===== src/rtl/core/dcps_pkg.sv =====
// Shared types, constants and register map of the DC clock PI sync block.
package dcps_pkg;

   localparam int TIME_W     = 63;
   localparam int OFFSET_W   = 64;
   localparam int ERR_W      = 31;
   localparam int PERIOD_W   = 30;
   localparam int GAIN_W     = 16;
   localparam int SHIFT_W    = 4;
   localparam int DVD_W      = 64;
   localparam int CNT_W      = 6;
   localparam int PROD_W     = ERR_W + GAIN_W + 1;
   localparam int CSR_ADDR_W = 5;
   localparam int CSR_DATA_W = 32;
   localparam int REG_IDX_W  = 3;

   // Reset values; the gains are 0.05 and 0.01 in Q15
   localparam logic [PERIOD_W-1:0]      CYCLE_PERIOD_RST = 30'd1000000;
   localparam logic signed [ERR_W-1:0]  PHASE_SHIFT_RST  = 31'sd480000;
   localparam logic [GAIN_W-1:0]        PROP_GAIN_RST    = 16'd1638;
   localparam logic [SHIFT_W-1:0]       PROP_SHIFT_RST   = 4'd15;
   localparam logic [GAIN_W-1:0]        INTEG_GAIN_RST   = 16'd327;
   localparam logic [SHIFT_W-1:0]       INTEG_SHIFT_RST  = 4'd15;

   typedef enum logic [REG_IDX_W-1:0] {
      REG_CYCLE_PERIOD = 3'd0,
      REG_PHASE_SHIFT  = 3'd1,
      REG_PROP_GAIN    = 3'd2,
      REG_PROP_SHIFT   = 3'd3,
      REG_INTEG_GAIN   = 3'd4,
      REG_INTEG_SHIFT  = 3'd5
   } dcps_reg_type;

   typedef struct packed {
      logic [PERIOD_W-1:0]     cycle_period;
      logic signed [ERR_W-1:0] phase_shift;
      logic [GAIN_W-1:0]       prop_gain;
      logic [SHIFT_W-1:0]      prop_shift;
      logic [GAIN_W-1:0]       integ_gain;
      logic [SHIFT_W-1:0]      integ_shift;
   } dcps_cfg_type;

   typedef struct packed {
      logic err_en;
      logic mul_en;
      logic acc_en;
   } dcps_pi_ctl_type;

   typedef enum logic [2:0] {
      ST_IDLE,
      ST_DIVIDE,
      ST_MULT,
      ST_ACCUM,
      ST_OUTPUT
   } dcps_state_type;

endpackage


===== src/rtl/core/dcps_req_if.sv =====
// Input channel: one DC time sample per item.
interface dcps_req_if;
   import dcps_pkg::*;

   logic              valid;
   logic              ready;
   logic [TIME_W-1:0] dc_time;

   modport source (output valid, output dc_time, input ready);
   modport sink   (input valid, input dc_time, output ready);
endinterface


===== src/rtl/core/dcps_rsp_if.sv =====
// Result channel: timer offset and phase error per item.
interface dcps_rsp_if;
   import dcps_pkg::*;

   logic                       valid;
   logic                       ready;
   logic signed [OFFSET_W-1:0] wake_adjust;
   logic signed [ERR_W-1:0]    phase_error;

   modport source (output valid, output wake_adjust, output phase_error, input ready);
   modport sink   (input valid, input wake_adjust, input phase_error, output ready);
endinterface


===== src/rtl/core/dc_clock_pi_sync.sv =====
// Top level of the DC clock PI sync block.
//
// Usage: one DC time sample (dc_time) enters per bus cycle on req_chan; the
// block answers each item with one rsp_chan item holding the timer offset for
// the next wake time and the wrapped phase error used.
// The phase error is the signed remainder of (dc_time - phase_shift) by
// cycle_period, folded into (-period, period/2]. The integral accumulator
// gains error * integ_gain; the offset is -(P term) - (I term).
// The time per item is set by the bit-serial remainder loop, one dividend
// bit a cycle over 64 bits, plus error wrap, multiply, accumulate and output
// steps; the next item is taken only after the result is loaded.
// A finished result sits in the output register; a new item may be accepted
// and worked on while it waits. If the receiver still stalls when the next
// result is done, the block holds it and accepts nothing further.
// Reset (synchronous, active high) restores the register defaults, clears
// the integral accumulator and drops any item in flight.
// Registers are on the APB port, one per 32-bit word; write only when idle.
module dc_clock_pi_sync (
   input  logic                             clock,
   input  logic                             reset,
   dcps_req_if.sink                         req_chan,
   dcps_rsp_if.source                       rsp_chan,
   input  logic                             csr_psel,
   input  logic                             csr_penable,
   input  logic                             csr_pwrite,
   input  logic [dcps_pkg::CSR_ADDR_W-1:0]  csr_paddr,
   input  logic [dcps_pkg::CSR_DATA_W-1:0]  csr_pwdata,
   output logic [dcps_pkg::CSR_DATA_W-1:0]  csr_prdata,
   output logic                             csr_pready
);
   import dcps_pkg::*;

   dcps_cfg_type               cfg;
   dcps_pi_ctl_type            pi_ctl;
   dcps_state_type             state_ff, state_in;

   logic                       accept;
   logic                       neg_ff;
   logic                       rem_done;
   logic [PERIOD_W-1:0]        rem_val;
   logic [DVD_W:0]             diff;
   logic                       diff_neg;
   logic [PERIOD_W-1:0]        small_mag;
   logic [DVD_W-1:0]           mag;
   logic signed [ERR_W-1:0]    pi_err;
   logic signed [OFFSET_W-1:0] pi_offset;
   logic                       out_load;
   logic                       rsp_valid_ff;
   logic signed [OFFSET_W-1:0] offset_ff;
   logic signed [ERR_W-1:0]    err_out_ff;

   dcps_csr u_csr (
      .clock       (clock),
      .reset       (reset),
      .csr_psel    (csr_psel),
      .csr_penable (csr_penable),
      .csr_pwrite  (csr_pwrite),
      .csr_paddr   (csr_paddr),
      .csr_pwdata  (csr_pwdata),
      .csr_prdata  (csr_prdata),
      .csr_pready  (csr_pready),
      .cfg         (cfg)
   );

   // Exact dividend: dc_time minus sign-extended phase shift, 65 bits.
   // A negative difference only happens for 0 < phase_shift, dc_time <
   // phase_shift, so its magnitude fits in the low 30 bits.
   assign diff      = {2'b00, req_chan.dc_time} - (DVD_W + 1)'(cfg.phase_shift);
   assign diff_neg  = diff[DVD_W];
   assign small_mag = cfg.phase_shift[PERIOD_W-1:0] - req_chan.dc_time[PERIOD_W-1:0];
   assign mag       = diff_neg ? DVD_W'(small_mag) : diff[DVD_W-1:0];

   assign accept = req_chan.valid & req_chan.ready;

   always_ff @(posedge clock) begin
      if (accept) neg_ff <= diff_neg;
   end

   dcps_rem u_rem (
      .clock     (clock),
      .reset     (reset),
      .start     (accept),
      .dividend  (mag),
      .period    (cfg.cycle_period),
      .done      (rem_done),
      .remainder (rem_val)
   );

   dcps_pi u_pi (
      .clock  (clock),
      .reset  (reset),
      .cfg    (cfg),
      .ctl    (pi_ctl),
      .rem    (rem_val),
      .neg    (neg_ff),
      .err    (pi_err),
      .offset (pi_offset)
   );

   // sequencer: next state
   always_comb begin
      state_in = state_ff;
      case (state_ff)
         ST_IDLE:   if (req_chan.valid) state_in = ST_DIVIDE;
         ST_DIVIDE: if (rem_done) state_in = ST_MULT;
         ST_MULT:   state_in = ST_ACCUM;
         ST_ACCUM:  state_in = ST_OUTPUT;
         ST_OUTPUT: if (!rsp_valid_ff || rsp_chan.ready) state_in = ST_IDLE;
         default:   state_in = ST_IDLE;
      endcase
   end

   // sequencer: outputs
   always_comb begin
      req_chan.ready = 1'b0;
      pi_ctl         = '0;
      out_load       = 1'b0;
      case (state_ff)
         ST_IDLE:   req_chan.ready = 1'b1;
         ST_DIVIDE: pi_ctl.err_en  = rem_done;
         ST_MULT:   pi_ctl.mul_en  = 1'b1;
         ST_ACCUM:  pi_ctl.acc_en  = 1'b1;
         ST_OUTPUT: out_load       = !rsp_valid_ff || rsp_chan.ready;
         default: ;
      endcase
   end

   always_ff @(posedge clock) begin
      if (reset) begin
         state_ff     <= ST_IDLE;
         rsp_valid_ff <= 1'b0;
      end else begin
         state_ff <= state_in;
         if (out_load)
            rsp_valid_ff <= 1'b1;
         else if (rsp_chan.ready)
            rsp_valid_ff <= 1'b0;
      end
   end

   // output register
   always_ff @(posedge clock) begin
      if (out_load) begin
         offset_ff  <= pi_offset;
         err_out_ff <= pi_err;
      end
   end

   assign rsp_chan.valid       = rsp_valid_ff;
   assign rsp_chan.wake_adjust = offset_ff;
   assign rsp_chan.phase_error = err_out_ff;

   a_accept_divide: assert property (@(posedge clock) disable iff (reset)
      accept |=> state_ff == ST_DIVIDE)
      else $error("accepted item did not start the remainder loop");
   a_done_in_divide: assert property (@(posedge clock) disable iff (reset)
      rem_done |-> state_ff == ST_DIVIDE)
      else $error("remainder finished outside the divide step");
   a_load_from_output: assert property (@(posedge clock) disable iff (reset)
      out_load |=> rsp_valid_ff && state_ff == ST_IDLE)
      else $error("result load did not fill the output register");

endmodule


===== src/rtl/core/dcps_csr.sv =====
// APB-style configuration register file.
module dcps_csr (
   input  logic                                clock,
   input  logic                                reset,
   input  logic                                csr_psel,
   input  logic                                csr_penable,
   input  logic                                csr_pwrite,
   input  logic [dcps_pkg::CSR_ADDR_W-1:0]     csr_paddr,
   input  logic [dcps_pkg::CSR_DATA_W-1:0]     csr_pwdata,
   output logic [dcps_pkg::CSR_DATA_W-1:0]     csr_prdata,
   output logic                                csr_pready,
   output dcps_pkg::dcps_cfg_type              cfg
);
   import dcps_pkg::*;

   dcps_cfg_type             cfg_ff;
   logic                     wr_en;
   logic [REG_IDX_W-1:0]     idx;

   assign csr_pready = 1'b1;
   assign wr_en      = csr_psel & csr_penable & csr_pwrite & csr_pready;
   assign idx        = csr_paddr[CSR_ADDR_W-1:2];
   assign cfg        = cfg_ff;

   always_ff @(posedge clock) begin
      if (reset) begin
         cfg_ff.cycle_period <= CYCLE_PERIOD_RST;
         cfg_ff.phase_shift  <= PHASE_SHIFT_RST;
         cfg_ff.prop_gain    <= PROP_GAIN_RST;
         cfg_ff.prop_shift   <= PROP_SHIFT_RST;
         cfg_ff.integ_gain   <= INTEG_GAIN_RST;
         cfg_ff.integ_shift  <= INTEG_SHIFT_RST;
      end else if (wr_en) begin
         case (dcps_reg_type'(idx))
            REG_CYCLE_PERIOD: cfg_ff.cycle_period <= csr_pwdata[PERIOD_W-1:0];
            REG_PHASE_SHIFT:  cfg_ff.phase_shift  <= $signed(csr_pwdata[ERR_W-1:0]);
            REG_PROP_GAIN:    cfg_ff.prop_gain    <= csr_pwdata[GAIN_W-1:0];
            REG_PROP_SHIFT:   cfg_ff.prop_shift   <= csr_pwdata[SHIFT_W-1:0];
            REG_INTEG_GAIN:   cfg_ff.integ_gain   <= csr_pwdata[GAIN_W-1:0];
            REG_INTEG_SHIFT:  cfg_ff.integ_shift  <= csr_pwdata[SHIFT_W-1:0];
            default: ;
         endcase
      end
   end

   always_comb begin
      csr_prdata = '0;
      case (dcps_reg_type'(idx))
         REG_CYCLE_PERIOD: csr_prdata[PERIOD_W-1:0] = cfg_ff.cycle_period;
         REG_PHASE_SHIFT:  csr_prdata[ERR_W-1:0]    = cfg_ff.phase_shift;
         REG_PROP_GAIN:    csr_prdata[GAIN_W-1:0]   = cfg_ff.prop_gain;
         REG_PROP_SHIFT:   csr_prdata[SHIFT_W-1:0]  = cfg_ff.prop_shift;
         REG_INTEG_GAIN:   csr_prdata[GAIN_W-1:0]   = cfg_ff.integ_gain;
         REG_INTEG_SHIFT:  csr_prdata[SHIFT_W-1:0]  = cfg_ff.integ_shift;
         default:          csr_prdata = '0;
      endcase
   end

endmodule


===== src/rtl/core/dcps_rem.sv =====
// Bit-serial restoring remainder: 64-bit dividend by 30-bit period.
module dcps_rem (
   input  logic                              clock,
   input  logic                              reset,
   input  logic                              start,
   input  logic [dcps_pkg::DVD_W-1:0]        dividend,
   input  logic [dcps_pkg::PERIOD_W-1:0]     period,
   output logic                              done,
   output logic [dcps_pkg::PERIOD_W-1:0]     remainder
);
   import dcps_pkg::*;

   logic [DVD_W-1:0]    dvd_ff;
   logic [PERIOD_W-1:0] rem_ff, rem_in;
   logic [CNT_W-1:0]    cnt_ff;
   logic                busy_ff, done_ff;
   logic [PERIOD_W:0]   shifted;
   logic [PERIOD_W+1:0] trial;
   logic                last;

   // one dividend bit per cycle, MSB first
   assign shifted = {rem_ff, dvd_ff[DVD_W-1]};
   assign trial   = {1'b0, shifted} - {2'b00, period};
   assign rem_in  = trial[PERIOD_W+1] ? shifted[PERIOD_W-1:0] : trial[PERIOD_W-1:0];
   assign last    = (cnt_ff == CNT_W'(DVD_W - 1));

   always_ff @(posedge clock) begin
      if (reset) begin
         busy_ff <= 1'b0;
         done_ff <= 1'b0;
         cnt_ff  <= '0;
      end else begin
         done_ff <= busy_ff & last;
         if (start) begin
            busy_ff <= 1'b1;
            cnt_ff  <= '0;
         end else if (busy_ff) begin
            cnt_ff <= cnt_ff + 1'b1;
            if (last) busy_ff <= 1'b0;
         end
      end
   end

   always_ff @(posedge clock) begin
      if (start) begin
         dvd_ff <= dividend;
         rem_ff <= '0;
      end else if (busy_ff) begin
         dvd_ff <= {dvd_ff[DVD_W-2:0], 1'b0};
         rem_ff <= rem_in;
      end
   end

   assign done      = done_ff;
   assign remainder = rem_ff;

   a_start_busy: assert property (@(posedge clock) disable iff (reset)
      start |=> busy_ff)
      else $error("remainder unit not busy after start");
   a_done_idle: assert property (@(posedge clock) disable iff (reset)
      done_ff |-> !busy_ff)
      else $error("remainder done while still iterating");

endmodule


===== src/rtl/core/dcps_pi.sv =====
// Phase error wrap, PI products, integral accumulator and offset sum.
module dcps_pi (
   input  logic                                  clock,
   input  logic                                  reset,
   input  dcps_pkg::dcps_cfg_type                cfg,
   input  dcps_pkg::dcps_pi_ctl_type             ctl,
   input  logic [dcps_pkg::PERIOD_W-1:0]         rem,
   input  logic                                  neg,
   output logic signed [dcps_pkg::ERR_W-1:0]     err,
   output logic signed [dcps_pkg::OFFSET_W-1:0]  offset
);
   import dcps_pkg::*;

   logic signed [ERR_W-1:0]    err_ff, err_in;
   logic signed [PROD_W-1:0]   pprod_ff, iprod_ff;
   logic signed [PROD_W-1:0]   pneg_ff;
   logic signed [OFFSET_W-1:0] acc_ff;
   logic signed [GAIN_W:0]     pgain_s, igain_s;

   // wrap the truncated remainder into (-period, period/2]
   always_comb begin
      if (cfg.cycle_period == '0)
         err_in = '0;
      else if (neg)
         err_in = -$signed({1'b0, rem});
      else if (rem > (cfg.cycle_period >> 1))
         err_in = $signed({1'b0, rem} - {1'b0, cfg.cycle_period});
      else
         err_in = $signed({1'b0, rem});
   end

   assign pgain_s = $signed({1'b0, cfg.prop_gain});
   assign igain_s = $signed({1'b0, cfg.integ_gain});

   always_ff @(posedge clock) begin
      if (ctl.err_en) err_ff <= err_in;
      if (ctl.mul_en) begin
         pprod_ff <= err_ff * pgain_s;
         iprod_ff <= err_ff * igain_s;
      end
      if (ctl.acc_en) pneg_ff <= -(pprod_ff >>> cfg.prop_shift);
   end

   // wraps in 64 bits, no saturation
   always_ff @(posedge clock) begin
      if (reset)
         acc_ff <= '0;
      else if (ctl.acc_en)
         acc_ff <= acc_ff + OFFSET_W'(iprod_ff);
   end

   assign err    = err_ff;
   assign offset = OFFSET_W'(pneg_ff) - (acc_ff >>> cfg.integ_shift);

endmodule

===== src/flat_wrapper.sv =====
// flat-port wrapper written by rule: the top's interface ports become plain ports
module dc_clock_pi_sync_flat import dcps_pkg::*;
  (clock, reset, csr_psel, csr_penable, csr_pwrite, csr_paddr, csr_pwdata, csr_prdata, csr_pready, req_chan_valid, req_chan_dc_time, req_chan_ready, rsp_chan_valid, rsp_chan_wake_adjust, rsp_chan_phase_error, rsp_chan_ready);
  dcps_req_if req_chan_i ();
  dcps_rsp_if rsp_chan_i ();
  input  logic clock;
  input  logic reset;
  input  logic csr_psel;
  input  logic csr_penable;
  input  logic csr_pwrite;
  input  logic [dcps_pkg::CSR_ADDR_W-1:0] csr_paddr;
  input  logic [dcps_pkg::CSR_DATA_W-1:0] csr_pwdata;
  output logic [dcps_pkg::CSR_DATA_W-1:0] csr_prdata;
  output logic csr_pready;
  input wire logic [$bits(req_chan_i.valid)-1:0] req_chan_valid;
  input wire logic [$bits(req_chan_i.dc_time)-1:0] req_chan_dc_time;
  output wire logic [$bits(req_chan_i.ready)-1:0] req_chan_ready;
  output wire logic [$bits(rsp_chan_i.valid)-1:0] rsp_chan_valid;
  output wire logic [$bits(rsp_chan_i.wake_adjust)-1:0] rsp_chan_wake_adjust;
  output wire logic [$bits(rsp_chan_i.phase_error)-1:0] rsp_chan_phase_error;
  input wire logic [$bits(rsp_chan_i.ready)-1:0] rsp_chan_ready;
  assign req_chan_i.valid = req_chan_valid;
  assign req_chan_i.dc_time = req_chan_dc_time;
  assign req_chan_ready = req_chan_i.ready;
  assign rsp_chan_valid = rsp_chan_i.valid;
  assign rsp_chan_wake_adjust = rsp_chan_i.wake_adjust;
  assign rsp_chan_phase_error = rsp_chan_i.phase_error;
  assign rsp_chan_i.ready = rsp_chan_ready;
  dc_clock_pi_sync u_core (.clock(clock), .reset(reset), .req_chan(req_chan_i), .rsp_chan(rsp_chan_i), .csr_psel(csr_psel), .csr_penable(csr_penable), .csr_pwrite(csr_pwrite), .csr_paddr(csr_paddr), .csr_pwdata(csr_pwdata), .csr_prdata(csr_prdata), .csr_pready(csr_pready));
endmodule

===== config.mk =====
export PLATFORM = sky130hd
export DESIGN_NAME = dc_clock_pi_sync_flat
export DESIGN_NICKNAME = d
export VERILOG_FILES = /design/src/rtl/core/dcps_pkg.sv /design/src/rtl/core/dcps_req_if.sv /design/src/rtl/core/dcps_rsp_if.sv /design/src/rtl/core/dc_clock_pi_sync.sv /design/src/rtl/core/dcps_csr.sv /design/src/rtl/core/dcps_rem.sv /design/src/rtl/core/dcps_pi.sv /design/src/flat_wrapper.sv
export SDC_FILE = /design/constraint.sdc
export NUM_CORES = 2
export LEC_CHECK = 0
export BUFFER_PORTS_ARGS = -buffer_cell sky130_fd_sc_hd__buf_4
export CORE_MARGIN = 1
export CORE_UTILIZATION = 55
export DETAILED_ROUTE_END_ITERATION = 6
export HOLD_SLACK_MARGIN = 0.03
export PLACE_DENSITY_LB_ADDON = 0.25
export SYNTH_ARGS = -nofsm -noshare
export SYNTH_HDL_FRONTEND = slang
export SYNTH_SLANG_ARGS = --single-unit

===== constraint.sdc =====
create_clock -name clock -period 14.8 [get_ports clock]
set_clock_uncertainty 0.1 [all_clocks]
set_input_delay 2.96 -clock clock [delete_from_list [all_inputs] [get_ports clock]]
set_output_delay 2.96 -clock clock [all_outputs]
set_load 0.1 [all_outputs]

# Word level (Yosys, flattened, before mapping)

Cells that the tools add are included.

Bits in registers: 542
Output and inout bits: 130

Add/subtract/negate cells: 9
Multipliers: 2
Order comparisons: 1
Equal/unequal tests: 13
Shifts and indexed selects: 2
Multiplexer cells: 24
Bitwise gates (word level): 4
Reductions and logical operators: 15

Operators by type and width:

| operator             | number |
|---|---|
| $mux W64             | 3 |
| $mul A31 B17 Y48     | 2 |
| $sub A64 B31 Y65     | 1 |
| $add A64 B48 Y64     | 1 |
| $sshr A64 B4 Y64     | 1 |
| $sub A48 B64 Y64     | 1 |
| $mux W31             | 2 |
| $neg A48 Y48         | 1 |
| $pmux W12 S4         | 1 |
| $sshr A48 B4 Y48     | 1 |
| $sub A31 B30 Y32     | 1 |
| $neg A30 Y31         | 1 |
| $sub A30 B30 Y31     | 1 |
| $gt A30 B29 Y1       | 1 |
| $logic_not A30 Y1    | 1 |
| $mux W30             | 1 |
| $sub A30 B30 Y30     | 1 |
| $pmux W14 S2         | 1 |
| $pmux W4 S6          | 1 |
| $pmux W3 S5          | 1 |
| $eq A3 B2 Y1 const B | 4 |
| $reduce_and A2 Y1    | 6 |
| $mux W1              | 11 |
| $eq A3 B3 Y1 const B | 3 |
| 13 further kinds     | 22 |

# Logic depth before layout (Yosys ltp)

Depth after elaboration: 4
Mapped depth: 27
Mapped depth without buffers: 25

# Cells and area by module

From an unflattened synthesis, not the netlist that was laid out.

Cells, all modules: 8971
Area total of the unflattened synthesis: 79269.8 µm²

By module, submodules not included:

| module           | instances | cells an instance | area each (µm²) |
|---|---|---|---|
| dcps_pi          | 1         | 6787              | 59412.0 |
| dc_clock_pi_sync | 1         | 986               | 8752.1 |
| dcps_rem         | 1         | 614               | 6160.9 |
| dcps_csr         | 1         | 584               | 4944.7 |

# Least setup slack after synthesis

Ideal clock, no wire load.

Path kind: input port to output port
From: in csr_paddr[2] in the netlist's numbering
To: out csr_prdata[8] in the netlist's numbering
Arrival: 6.018 ns
Required time: 11.740 ns
Setup slack: 5.722 ns
Stages: 6
Buffers on the path: 2
Path through: clkbuf_1 -> buf_1 -> mux2i_1 -> nor2_1 -> a21oi_1 -> o21ai_0

Longest elaborated chain between the ends: 2
Elaborated cells between the ends (all ways): 5
Classes of those cells: 3 x eq/ne; 1 x mux; 1 x reduce/logical

Ends and longest elaborated chain:

| element                              | line               | source |
|---|---|---|
| start, declared                      | flat_wrapper.sv:11 | `input logic [dcps_pkg::CSR_ADDR_W-1:0] csr_paddr;` |
| $eq A3 B3 Y1 (tied with other cells) | dcps_csr.sv:48     | `case (dcps_reg_type'(idx))` |
| $pmux W12 S4 *                       | dcps_csr.sv:48     |  |
| end, declared                        | flat_wrapper.sv:13 | `output logic [dcps_pkg::CSR_DATA_W-1:0] csr_prdata;` |

Mark *: on every way between the ends. The rest lies on a longest branch, timed or not.

# Worst setup path in the final report

From: in csr_paddr[2] in the netlist's numbering
To: out csr_prdata[6] in the netlist's numbering

The elaborated chain is that of the path after synthesis.

==> flow_summary.yaml <==
worst_setup_path:
  slowest_stage: "nor2b_1"
  slowest_delay_ns: 0.97
  cpMostUsedCell: "buf_4"
  reg2reg_slack_ns: 6.53
  timing.rr.start: "u_core.u_pi.err[30]"
  r2r-end: "u_core.u_pi.pprod_ff[47]"
  cp-start-kind: "primary input"
  crit_chain: "buf_4 > nor2b_1 > a21oi_1 > o21ai_0 > buf_4"
  path_max_fanout: 46
  worst_ep_arrival_time_ns: 5.66
  crit_required_ns: 11.74
  endpoint_kind: "output port"
  reg2reg_depth: 21
  critical_path_class: "in -> out"
cells_and_area:
  final_cells: 10800
  area_growth_pct: 6.63
  nFillCells: 12300
  multi_input_area_um2: 55900
  drive_above_1_share_pct: 7.15
  layout_commonest_cell: "inv_1"
  nNetsFinal: 10400
  seq_area_um2: 14200
  fin_area_um2: 82200
  utilization_pct: 59.0
  layout_common_cells: "1363 x inv_1, 1346 x nand2_1, 956 x fa_1, 584 x a21oi_1, 513 x ha_1"
sta:
  finalMaxSlewViolations: 0
  fmax_mhz: 115
  fin_crit_sh_pct: 58.9
  setup_violations: 0
  finalHoldViolCount: 0
  rsz0062_at_grt: "no"
  relSlewSlack_pct: 8.45
  min_period_ns: 8.72
  worstMarginPinSlew_ns: 1.37
  final.setup.tns_ns: 0
drt:
  ant_nets: 0
  wl_per_cell_um: 21.4
  via_per_inst: 5.93
  dr.first_iter.drc_count: 5507
  drtPass1Iterations: 7
  drt-total-wl_mm: 230
  post-route-drc-count: 0
  vias: 63800
yosys:
  synthArstFlopShare_pct: 0
  synth_top_area_share_pct: 24.8
  synth_area_leaders: "fa_1 25%, edfxtp_1 13%, ha_1 8.3%"
  synth_area_um2: 77100
  synth-seq-cells: 542
  synth_area_leader_cell: "fa_1"
  yosysSeqAreaShare_pct: 18.4
  ys.flop_type: "edfxtp_1"
  yosysUniqueCellTypes: 94
  syn-num-nets: 10500
  yosysWarningCount: 0
  synth_edf_count: 335
  postSynthAreaPerCell_um2: 8.63
  netlist_instances: 8934
clock_tree:
  cts_root_buf: "clkbuf_16"
  clk_path_buf_depth: 3
  cts_buffers: 67
  h-tree-depth: 3
  clock_latency_ns: 0.68
  postCtsSetupRepairBufs: 0
  cts_hold_buf: 0
  cts_resized: 0
  clock_sinks: 542
  clk_pin_slew_worst_paths_ns: 0.06
  tritoncts: "built"
hold_path:
  hold-path-cell-count: 2
  min_from: "u_core.u_csr.cfg[24]"
  hold_path_class: "reg -> reg"
  hold_end: "u_core.u_csr.cfg[24]"
pwr:
  leakagePower_nw: 37.6
  power_density_nw_per_um2: 68.7
  p_total_mw: 5.65
  peakVddDrop_v: 0.0000880
floorplanning:
  num_rows: 137
  dieArea_um2: 142000
  core_um2: 139000
  die_x_um: 376
  io-pin-count: 237
  start_util_pct: 55.3
  die_h_um: 376
placement:
  gp_congestion: 1.00
  io_buffers: 231
  dp_hpwl_mm: 176
  placed_cell_area_um2: 80100
  dpl.cell_count: 10600
grt:
  antenna_found_initial: 4
  grt_pass1_wl_mm: 361
  grt_overflow_total: 0
  grt_max_degree: 89
  grt_usage_pct: 32.7
  grt_pass1_vias: 64600
job:
  maxCapViolations: 0
outcome:
  status: "finished clean"
registers in the layout, indices dropped and copies added (netlist names):
name / cells
u_core.u_csr.cfg: 101
u_core.u_rem.done: 1
u_core.u_pi.iprod_ff: 48
u_core.rsp_chan.wake_adjust: 64
u_core.u_rem.busy_ff: 1
u_core.u_pi.pprod_ff: 48
u_core.u_pi.err: 31
u_core.rsp_chan.valid: 1
u_core.u_pi.acc_ff: 64
u_core.u_rem.cnt_ff: 6
u_core.state_ff: 3
u_core.u_rem.remainder: 30
u_core.u_pi.pneg_ff: 48
u_core.neg_ff: 1
u_core.rsp_chan.phase_error: 31
u_core.u_rem.dvd_ff: 64
how the worst max path moves through the flow:
| stage | startpoint | endpoint | slack, ns |
|---|---|---|---|
| 2_1_floorplan | csr_paddr[2] | csr_prdata[8] | 5.72 |
| 3_3_place_gp | csr_paddr[2] | csr_prdata[6] | 6.25 |
| 3_5_place_dp | csr_paddr[2] | csr_prdata[6] | 6.26 |
| 4_1_cts | csr_paddr[2] | csr_prdata[6] | 6.25 |
| 5_1_grt | csr_paddr[2] | csr_prdata[9] | 6.07 |
| 6_report | csr_paddr[2] | csr_prdata[6] | 6.08 |
per-stage QoR:
step	worst slack, ns	hold slack [ns]
2_1_floorplan	5.72	0.349
3_3_place_gp	6.25	0.345
3_5_place_dp	6.26	0.352
4_1_cts	6.25	0.361
5_1_grt	6.07	0.373
6_report	6.08	0.358
area by class of cell:
class,instances,area share (%)
Antenna cell,2,0.00609
Clock buffer,90,2.23
Clock inverter,32,0.388
Inverter,1371,6.26
Multi-Input combinational cell,6535,68.0
Sequential cell,542,17.3
Tap cell,1876,2.85
Timing Repair Buffer,322,2.94
report_power, final:
| part | internal, mW | switching, mW |
|---|---|---|
| logic | 0.877 | 1.29 |
| clock network | 0.949 | 0.710 |
| registers | 1.73 | 0.0829 |
| total | 3.56 | 2.09 |
Yosys cell counts (113+ instances only):
cell and count:
and2_1 481, dfxtp_1 207, nand2_1 1348, a21oi_1 586, nor2_1 358, xor2_1 113, a21o_1 196, o21ai_0 336
xnor2_1 218, nand3_1 119, inv_1 1365, fa_1 956, clkbuf_1 434, ha_1 513, edfxtp_1 335
logic make-up (layout without fill, tap and decap cells):
group	Yosys count	in the layout	synth area share, %
muxes	224	224	4.62
and+or+nand+nor	2809	2809	17.2
AOI/OAI and AO/OA	1700	1700	13.8
DFF	542	542	18.4
adders and majority gates	1469	1469	33.1
buffers and inverters	1857	1815	9.12
other	2	4	0.00974
xor gates and xnor gates	331	331	3.76
metal layers:
| layer | part of all wire, % | vias up | GRT usage (%) |
|---|---|---|---|
| met5 | 0.0048 | - | 0 |
| met4 | 5.7 | 2 | 16.1 |
| met3 | 8.1 | 618 | 5.85 |
| met2 | 46 | 2815 | 53.2 |
| met1 | 40 | 31200 | 42.0 |
| li1 | - | 29200 | - |
critical path: cells and delay by family:
family	cells	cell delay [ns]
buf+inv	2	0.77
compound gates	2	0.91
simple gates	1	0.97
(Power assumes the default switching activity.)
